--- src/sv/urcr_pkg.sv ---
// Shared types and constants of the uniform row and column remover.
package urcr_pkg;

	localparam int REQ_W  = 2;
	localparam int ROW_W  = 6;
	localparam int COL_W  = 6;
	localparam int PIX_W  = 4;
	localparam int SIZE_W = 7;

	typedef enum logic [REQ_W-1:0] {
		REQ_WRITE   = 2'd0,
		REQ_READ    = 2'd1,
		REQ_INVERT  = 2'd2,
		REQ_COMPACT = 2'd3
	} req_kind_t;

	typedef enum logic [1:0] {
		SW_NONE,
		SW_SCAN,
		SW_PACK,
		SW_CLEAR
	} sweep_t;

	typedef struct packed {
		logic   acc;
		logic   out_load;
		logic   inv_wb;
		logic   cmp_start;
		logic   set_size;
		sweep_t sweep;
	} urcr_cmd_t;

	typedef struct packed {
		logic sweep_last;
		logic img_empty;
	} urcr_sts_t;

endpackage

--- src/sv/urcr_ctrl.sv ---
// Controller: request handshake, result stage valids and the compaction sequencer.
module urcr_ctrl (
	input  logic                clk,
	input  logic                arst_n,
	input  logic                in_valid,
	input  logic [1:0]          in_type,
	output logic                in_ready,
	output logic                out_valid,
	input  logic                out_ready,
	input  urcr_pkg::urcr_sts_t sts,
	output urcr_pkg::urcr_cmd_t cmd
);
	import urcr_pkg::*;

	typedef enum logic [2:0] {
		ST_INIT,
		ST_RUN,
		ST_SCAN,
		ST_SCAN_WAIT,
		ST_PACK,
		ST_PACK_WAIT,
		ST_CLEAR
	} state_t;

	state_t state_q;
	logic   s1_vld_q;
	logic   s1_inv_q;
	logic   wb_q;
	logic   out_vld_q;
	logic   s1_mv;
	logic   rdy;
	logic   acc;
	logic   is_cmp;

	always_comb begin
		s1_mv  = s1_vld_q && (!out_vld_q || out_ready);
		rdy    = (state_q == ST_RUN) && (!s1_vld_q || (s1_mv && !s1_inv_q));
		acc    = in_valid && rdy;
		is_cmp = (in_type == REQ_COMPACT);

		cmd           = '0;
		cmd.acc       = acc;
		cmd.out_load  = s1_mv;
		cmd.inv_wb    = wb_q;
		cmd.cmp_start = acc && is_cmp;
		cmd.sweep     = SW_NONE;
		case (state_q)
			ST_INIT:      cmd.sweep = SW_CLEAR;
			ST_SCAN:      cmd.sweep = SW_SCAN;
			ST_PACK:      cmd.sweep = SW_PACK;
			ST_PACK_WAIT: cmd.set_size = 1'b1;
			ST_CLEAR:     cmd.sweep = SW_CLEAR;
			default:      cmd.sweep = SW_NONE;
		endcase
	end

	assign in_ready  = rdy;
	assign out_valid = out_vld_q;

	always_ff @(posedge clk or negedge arst_n) begin
		if (!arst_n) begin
			state_q   <= ST_INIT;
			s1_vld_q  <= 1'b0;
			s1_inv_q  <= 1'b0;
			wb_q      <= 1'b0;
			out_vld_q <= 1'b0;
		end else begin
			case (state_q)
				ST_INIT: begin
					if (sts.sweep_last) state_q <= ST_RUN;
				end
				ST_RUN: begin
					if (acc && is_cmp) state_q <= sts.img_empty ? ST_PACK_WAIT : ST_SCAN;
				end
				ST_SCAN: begin
					if (sts.sweep_last) state_q <= ST_SCAN_WAIT;
				end
				ST_SCAN_WAIT: state_q <= ST_PACK;
				ST_PACK: begin
					if (sts.sweep_last) state_q <= ST_PACK_WAIT;
				end
				ST_PACK_WAIT: state_q <= ST_CLEAR;
				ST_CLEAR: begin
					if (sts.sweep_last) state_q <= ST_RUN;
				end
				default: state_q <= ST_INIT;
			endcase

			if (acc && !is_cmp) begin
				s1_vld_q <= 1'b1;
				s1_inv_q <= (in_type == REQ_INVERT);
			end else if (state_q == ST_CLEAR && sts.sweep_last) begin
				s1_vld_q <= 1'b1;
				s1_inv_q <= 1'b0;
			end else if (s1_mv) begin
				s1_vld_q <= 1'b0;
				s1_inv_q <= 1'b0;
			end

			wb_q <= acc && (in_type == REQ_INVERT);

			if (s1_mv) begin
				out_vld_q <= 1'b1;
			end else if (out_ready) begin
				out_vld_q <= 1'b0;
			end
		end
	end
endmodule

--- config.mk ---
export PLATFORM = sky130hd
export DESIGN_NAME = urcr_ctrl
export DESIGN_NICKNAME = d
export VERILOG_FILES = /design/src/sv/urcr_pkg.sv /design/src/sv/urcr_ctrl.sv
export SDC_FILE = /design/constraint.sdc
export NUM_CORES = 1
export LEC_CHECK = 0
export BUFFER_PORTS_ARGS = -buffer_cell sky130_fd_sc_hd__clkbuf_2
export CORE_AREA = 2 2 39 41
export CTS_CLUSTER_DIAMETER = 40
export DETAILED_ROUTE_END_ITERATION = 10
export DIE_AREA = 0 0 41 43
export PLACE_DENSITY = 0.56
export SYNTH_ARGS = -nofsm -noshare
export SYNTH_HDL_FRONTEND = slang
export SYNTH_SLANG_ARGS = --single-unit
--- constraint.sdc ---
create_clock -name clk -period 3.45 [get_ports clk]
set_clock_uncertainty 0.1 [all_clocks]
set_input_delay 0.5175 -clock clk [delete_from_list [all_inputs] [get_ports clk]]
set_output_delay 0.5175 -clock clk [all_outputs]
set_load 0.01 [all_outputs]
* After elaboration in Yosys (flattened, before gate mapping)
Cells that the tools add are included.
** Storage, ports and cells
- Bits in registers :: 7
- Output and inout bits :: 9
- Logic and storage cells :: 51
** Cells by class
- Equal/unequal tests :: 12
- Multiplexer cells :: 15
- Reduce and logical (&&, ||, !) cells :: 19
** Operators with widths (count)
- one-hot mux 3 bit (6 select lines) :: 1
- 2-to-1 mux 3 bit :: 5
- == test 3 bit, second input constant :: 3
- logical AND 1 bit :: 8
- 2-to-1 mux 1 bit :: 8
- == test 3 x 2 -> 1 bit, second input constant :: 2
- != test 2 bit, second input constant :: 3
- one-hot mux 2 bit (3 select lines) :: 1
- == test 2 bit, second input constant :: 2
- logical NOT 1 bit :: 4
- AND reduction 4 bit :: 1
- == test 3 x 1 -> 1 bit, second input constant :: 1
- logical NOT 3 bit :: 1
- nonzero test 3 bit :: 1
- logical OR 1 bit :: 2
- != test 2 x 1 -> 1 bit, second input constant :: 1
- nonzero test 2 bit :: 1
- OR reduction 2 bit :: 1

* Logic depth before layout (Yosys ltp)
Gate-level depths: netlist of the first run.
- Word-level depth :: 10
- Gate-level depth with buffers :: 5

* Least setup slack after synthesis of the first run
OpenSTA, ideal clock, no wires.
- Kind :: input to output
- From :: in out_ready
- To :: out cmd[6] (netlist name)
- Arrival time :: 1.120 ns
- Path slack :: 1.713 ns
- Cell stages on the path :: 5
- Buffers on the path :: 1
- Cells stage by stage :: nor2b_1 o21ai_2 nand3_4 inv_1 buf_4
** Between the ends
- Cells in the longest elaborated chain, start to end :: 6
** RTL lines
- from (decl) :: RTL line urcr_ctrl.sv:9 : input logic out_ready,
- logical OR 1 bit :: RTL line urcr_ctrl.sv:36 : s1_mv = s1_vld_q && (!out_vld_q || out_ready);
- logical AND 1 bit :: RTL line urcr_ctrl.sv:36
- logical AND 1 bit :: RTL line urcr_ctrl.sv:37 : rdy = (state_q == ST_RUN) && (!s1_vld_q || (s1_mv && !s1_inv_q));
- logical OR 1 bit :: RTL line urcr_ctrl.sv:37
- logical AND 1 bit :: RTL line urcr_ctrl.sv:37
- logical AND 1 bit :: RTL line urcr_ctrl.sv:38 : acc = in_valid && rdy;
- to (decl) :: RTL line urcr_ctrl.sv:11 : output urcr_pkg::urcr_cmd_t cmd
No other way between the ends.

==> results of run 1 <==
critical path, delay by kind of cell, from the launching register on:
kind                   cells  cell delay [ns]
AOI/OAI and AO/OA          1             0.26
buffers and inverters      1             0.14
DFF                        1             0.37
and+or+nand+nor            3             0.43
report_power, final:
part | internal (mW) | switching, mW
registers | 0.112 | 0.0424
clock network | 0.0424 | 0.0317
logic | 0.0923 | 0.102
cell type report:
| type | count | share of cell area |
|---|---|---|
| Timing Repair Buffer | 17 | 0.163 |
| Clock inverter | 1 | 0.00903 |
| Clock buffer | 3 | 0.0406 |
| Multi-Input combinational cell | 33 | 0.415 |
| Sequential cell | 7 | 0.316 |
| Inverter | 3 | 0.0203 |
| Tap cell | 16 | 0.0361 |
metal layers:
layer | up-vias | track usage
li1 | 195 | -
met1 | 177 | 0.152
met2 | 9 | 0.178
met3 | 0 | 0.0157
met4 | 0 | 0.0600
met5 | - | 0
synthesized netlist by cell type:
library cell / n / share of area
a21oi_1: 3 / 0.034
a22o_1: 1 / 0.020
a22oi_1: 1 / 0.017
a2bb2oi_1: 1 / 0.020
and2_1: 2 / 0.028
and2b_1: 1 / 0.017
and3_1: 1 / 0.014
buf_4: 3 / 0.051
clkbuf_1: 1 / 0.0085
dfrtp_1: 7 / 0.40
inv_1: 2 / 0.017
inv_2: 1 / 0.0085
nand2_1: 3 / 0.025
nand3_1: 2 / 0.023
nand3_4: 1 / 0.040
nand3b_1: 1 / 0.017
nand4b_1: 2 / 0.040
nor2_1: 4 / 0.034
nor2b_1: 3 / 0.042
nor3_4: 1 / 0.037
nor3b_2: 1 / 0.028
o211ai_2: 1 / 0.028
o21ai_0: 2 / 0.023
o21ai_2: 1 / 0.020
or2_2: 1 / 0.014
flip-flops by register name, indices dropped and copies added (netlist names):
register and count:
out_valid 1, s1_inv_q 1, s1_vld_q 1, state_q 3, wb_q 1
metrics by stage:
step / power (mW) / hold slack (ns) / util / std cells / setup WS, ns
after floorplan: 0.299 / 0.122 / - / 47 / 1.71
after global placement: 0.349 / 0.260 / 0.373 / 75 / 1.52
after detailed placement: 0.350 / 0.263 / 0.373 / 75 / 1.52
after CTS: 0.428 / 0.359 / 0.401 / 80 / 1.38
after global routing: 0.464 / 0.357 / 0.401 / 80 / 1.26
final: 0.423 / 0.358 / 0.401 / 80 / 1.39
final timing paths:
path / startpoint / endpoint / slack [ns] / cells after the start
worst max-delay path: out_valid / cmd[3] / 1.39 / 5
worst min-delay path: in_type[0] / wb_q / 0.36 / 2
worst max register to register: out_valid / state_q[0] / 2.06 / 4
worst min register to register: s1_vld_q / out_valid / 0.44 / 1
max in group asynchronous: arst_n / s1_inv_q / 2.56 / 2
min in group asynchronous: arst_n / s1_vld_q / 0.53 / 2
repair_timing:
item | CTS | global route
hold buffers | 1 | 0
hold endpoints to repair | 7 | 0
setup endpoints to repair | 0 | 0
cell families after synthesis:
family	share of synthesized area
AO/OA/AOI/OAI	0.161
buffers and inverters	0.0847
flip-flops	0.395
AND/OR/NAND/NOR	0.359
==> metrics.csv, run 1 <==
stage,metric,value,unit
sta,Final setup viols,0,
cells_and_area,Antenna diodes,0,
clock_network,# resized after CTS,0,
sta,headroom to the max-slew limit,0.809,
clock_network,CTS tree,yes,
hold_path,Worst Hold Class,input pin to flop,
drt,Iteration-0 DRC Markers,16,
placed_design,Placed Area,517,um2
drt,DR pass1 iterations,4,
logic_synthesis,syn_nets,55,
worst_setup_path,ordered list of cells on the worst path,"nor2b_1, o21ai_2, nand3_4, nor2b_1, clkbuf_2",
worst_setup_path,crit end category,output port,
clock_network,CTS root buffer,clkbuf_4,
worst_setup_path,CP arrival,1.44,ns
cells_and_area,area of the multi-input gates,230,um2
floorplan,die extent in x,41,um
floorplan,die area,1760,um2
sta,setup TNS,0,ns
drt,Vias/cell,4.76,
worst_setup_path,Critical Path Slowest Stage Cell,dfrtp_1,
cells_and_area,"commonest non-fill, non-tap cell in the layout",clkbuf_2,
logic_synthesis,synthesized area per cell,9.42,um2
drt,Detailed Route WL,810,um
logic_synthesis,sequential cell area fraction in the yosys report,0.395,
drt,Residual DRC,0,
global_route,GR Overflow Total,0,
power,VDD IR-drop max,0.269,mV
clock_network,clk sink count,7,
power,Pwr Density,762,nW/um2
sta,Worst Tran Pin Value,0.287,ns
placed_design,HPWL after detailed placement,669,um
cells_and_area,share of cells above drive strength 1,0.422,
logic_synthesis,Synth Register Bits,7,
floorplan,Starting Density,0.320,
flow_run,Max Cap Viol,0,
clock_network,Clock Pin Slew Worst Setup and Hold Paths,0.06,ns
worst_setup_path,type of origin of the critical path,flop,
sta,fin crit share,0.598,
clock_network,CTS max path bufs,2,
sta,Final Hold Viols,0,
clock_network,CTS Buf Count,3,
cells_and_area,"commonest cells after routing, fill and taps aside","16 x clkbuf_2, 7 x dfrtp_1, 4 x nor2_1",
clock_network,worst skew pair latency,0.25,ns
global_route,first-pass GRT wire length,1390,um
floorplan,std cell rows,14,
drt,DR top layer,met3,
power,leak pwr,0.277,nW
global_route,largest net degree at the start of global routing,9,
cells_and_area,Finished Cell Area,554,um2
worst_setup_path,Critical Path Max Stage Delay,0.37,ns
sta,min cycle time layout,2.06,ns
floorplan,chip height,43,um
drt,metal3 WL,24,um
clock_network,H-tree levels,1,
drt,met1 wire length,354,um
cells_and_area,area grow syn2layout,25.1,%
logic_synthesis,Cell variety after synth,25,
sta,RSZ-0062 raised after global routing,no,
worst_setup_path,CP Max Fanout,5,
cells_and_area,Storage cell area,175,um2
floorplan,Ports,17,
logic_synthesis,Syn Inst Count,47,
logic_synthesis,Yosys warning total,0,
drt,Post-DRT Antenna Nets,0,
global_route,vias in the first global route,354,
worst_setup_path,crit-path most repeated cell,nor2b_1,
drt,DR WL met2,430,um
floorplan,CORE AREA,1380,um2
worst_setup_path,required time of the critical path,2.83,ns
cells_and_area,Filler cells,153,
status,run status,"finished, final reports clean",
drt,DR vias,381,
placed_design,Placer Congestion,0.782,
global_route,Total GRT Usage,0.116,
worst_setup_path,WS Path Type,flop to output port,
sta,Final Max Tran Viols,0,
sta,fmax,485,MHz
drt,Avg WL per Cell,10.1,um
clock_network,setup repair bufs after CTS,0,
placed_design,Port Buf Inserts,16,
cells_and_area,Nets,73,
logic_synthesis,"Cell Area, Synth",443,um2
global_route,initial antenna violation count,0,
No activity file was read; power rests on OpenSTA's default activity.
==> inputs of run 2 (changes only) <==
Clock period 3.45 ns to 1.94 ns, I/O delays scaled along.
==> run 2 against run 1 <==
Compared with the run above:
- hold slack got worse by 0.23 ns
- via count grew 4.7%
- register-to-register slack lost 1.6 ns
- die area unchanged
- core utilization up 2.8 points
- highest routed layer is now met4
==> metrics.csv, run 2 (synthesis gave the netlist of run 1 again) <==
stage,metric,value,unit
drt,Residual DRC,0,
drt,DR vias,399,
clock_network,CTS tree,yes,
placed_design,Port Buf Inserts,16,
worst_setup_path,CP arrival,1.46,ns
cells_and_area,Storage cell area,176,um2
power,leak pwr,0.300,nW
floorplan,CORE AREA,1380,um2
hold_path,worst hold stages,2,
floorplan,Starting Density,0.320,
cells_and_area,"commonest cells after routing, fill and taps aside","16 x clkbuf_2, 6 x dfrtp_1, 5 x buf_4, 4 x nor2_1",
sta,fmax,540,MHz
global_route,first-pass GRT wire length,1550,um
sta,Worst Tran Pin Value,0.297,ns
cells_and_area,max reg flops,3,
sta,Final Max Tran Viols,0,
clock_network,clk sink count,7,
clock_network,CTS root buffer,clkbuf_4,
drt,DR pass1 iterations,5,
cells_and_area,"Cell Count, Final, Fillers Out",85,
worst_setup_path,reg2reg start,out_valid,
cells_and_area,Antenna diodes,0,
power,VDD IR-drop max,0.434,mV
drt,Avg WL per Cell,11.4,um
floorplan,std cell rows,14,
cells_and_area,most flop-heavy register,state_q,
floorplan,die extent in x,41,um
drt,Detailed Route WL,972,um
global_route,GR Overflow Total,0,
placed_design,HPWL after detailed placement,682,um
floorplan,chip height,43,um
cells_and_area,area of the multi-input gates,230,um2
clock_network,Clock Pin Slew Worst Setup and Hold Paths,0.06,ns
worst_setup_path,Critical Path Sink,cmd[3],
hold_path,Worst Hold Class,input pin to flop,
cells_and_area,Nets,78,
worst_setup_path,required time of the critical path,1.55,ns
worst_setup_path,WS Path Type,flop to output port,
cells_and_area,Filler cells,146,
clock_network,worst skew pair latency,0.26,ns
flow_run,Max Cap Viol,0,
cells_and_area,share of cells above drive strength 1,0.478,
placed_design,Placer Congestion,0.767,
worst_setup_path,type of origin of the critical path,flop,
power,Pwr Total,0.832,mW
cells_and_area,"commonest non-fill, non-tap cell in the layout",clkbuf_2,
worst_setup_path,Reg2Reg Setup Slack,0.45,ns
placed_design,Inst Count DP,75,
clock_network,CTS Buf Count,3,
clock_network,H-tree levels,1,
global_route,largest net degree at the start of global routing,9,
worst_setup_path,crit end category,output port,
power,Pwr Density,1400,nW/um2
floorplan,Ports,17,
sta,setup TNS,0,ns
global_route,initial antenna violation count,0,
sta,Final setup viols,0,
sta,min cycle time layout,1.85,ns
worst_setup_path,R2R cell count,5,
worst_setup_path,CP Max Fanout,5,
drt,Post-DRT Antenna Nets,0,
worst_setup_path,Critical Path Start,out_valid,
status,run status,"finished, final reports clean",
floorplan,die area,1760,um2
global_route,Total GRT Usage,0.133,
cells_and_area,Layout Utilization,0.429,
worst_setup_path,RR Endpoint,state_q[0],
sta,headroom to the max-slew limit,0.802,
global_route,vias in the first global route,390,
sta,fin crit share,0.955,
drt,Vias/cell,4.69,
cells_and_area,area grow syn2layout,33.9,%
clock_network,CTS max path bufs,2,
drt,Iteration-0 DRC Markers,14,
sta,Final Hold Viols,0,
==> run 2: cell types whose count changed in the layout (fill, tap and decap cells not counted) <==
| cell | delta |
|---|---|
| buf_4 | +5 |
| dfrtp_1 | -1 |
| dfrtp_2 | +1 |
==> run 2: timing repair <==
item | in CTS | in global routing
gates resized for setup | 0 | 1
endpoints found under the setup margin | 0 | 1
hold buffers | 1 | 0
buffers inserted | 0 | 5
endpoints found under the hold margin | 7 | 0
==> run 2: cell type report <==
| type | instances | share of cell area |
|---|---|---|
| clock buffer | 3 | 0.0380 |
| clock inverter | 1 | 0.00844 |
| inverter | 3 | 0.0190 |
| multi-input combinational | 33 | 0.388 |
| sequential | 7 | 0.297 |
| tap | 16 | 0.0338 |
| timing repair buffer | 22 | 0.215 |
==> run 2: worst min path at each step <==
stage	end	slack, ns	start
after detailed placement	s1_inv_q	0.03	arst_n
after global routing	wb_q	0.13	in_type[0]
after floorplan	out_valid	-0.10	arst_n
after global placement	s1_inv_q	0.03	arst_n
after CTS	wb_q	0.12	in_type[0]
final	wb_q	0.13	in_type[0]
==> run 2: worst max-delay path, stage by stage (launching register included) <==
cell      delay, ns
dfrtp_1        0.37
nor2b_1        0.17
o21ai_2        0.23
nand3_4        0.13
nor2b_1        0.15
clkbuf_2       0.15
==> run 2: metal layers <==
| metal | vias up | global-route usage | routed length, um |
|---|---|---|---|
| met5 | - | 0 | 0 |
| met4 | 0 | 0.120 | 27 |
| met3 | 2 | 0 | 50 |
| met2 | 11 | 0.197 | 520 |
| met1 | 182 | 0.167 | 374 |
| li1 | 204 | - | - |
==> run 2: power by group <==
part           switching [mW]  internal, mW
combinational           0.202         0.219
sequential             0.0726         0.201
clock                  0.0607        0.0757
total                   0.336         0.496
==> run 2: metrics by stage <==
stage	worst slack (ns)	hold WS (ns)	instance area, um2
floorplan	0.442	-0.105	443
global route	-0.00627	0.129	593
global placement	0.393	0.0321	517
detailed placement	0.383	0.0285	517
finish	0.0867	0.128	593
CTS	0.0255	0.120	554
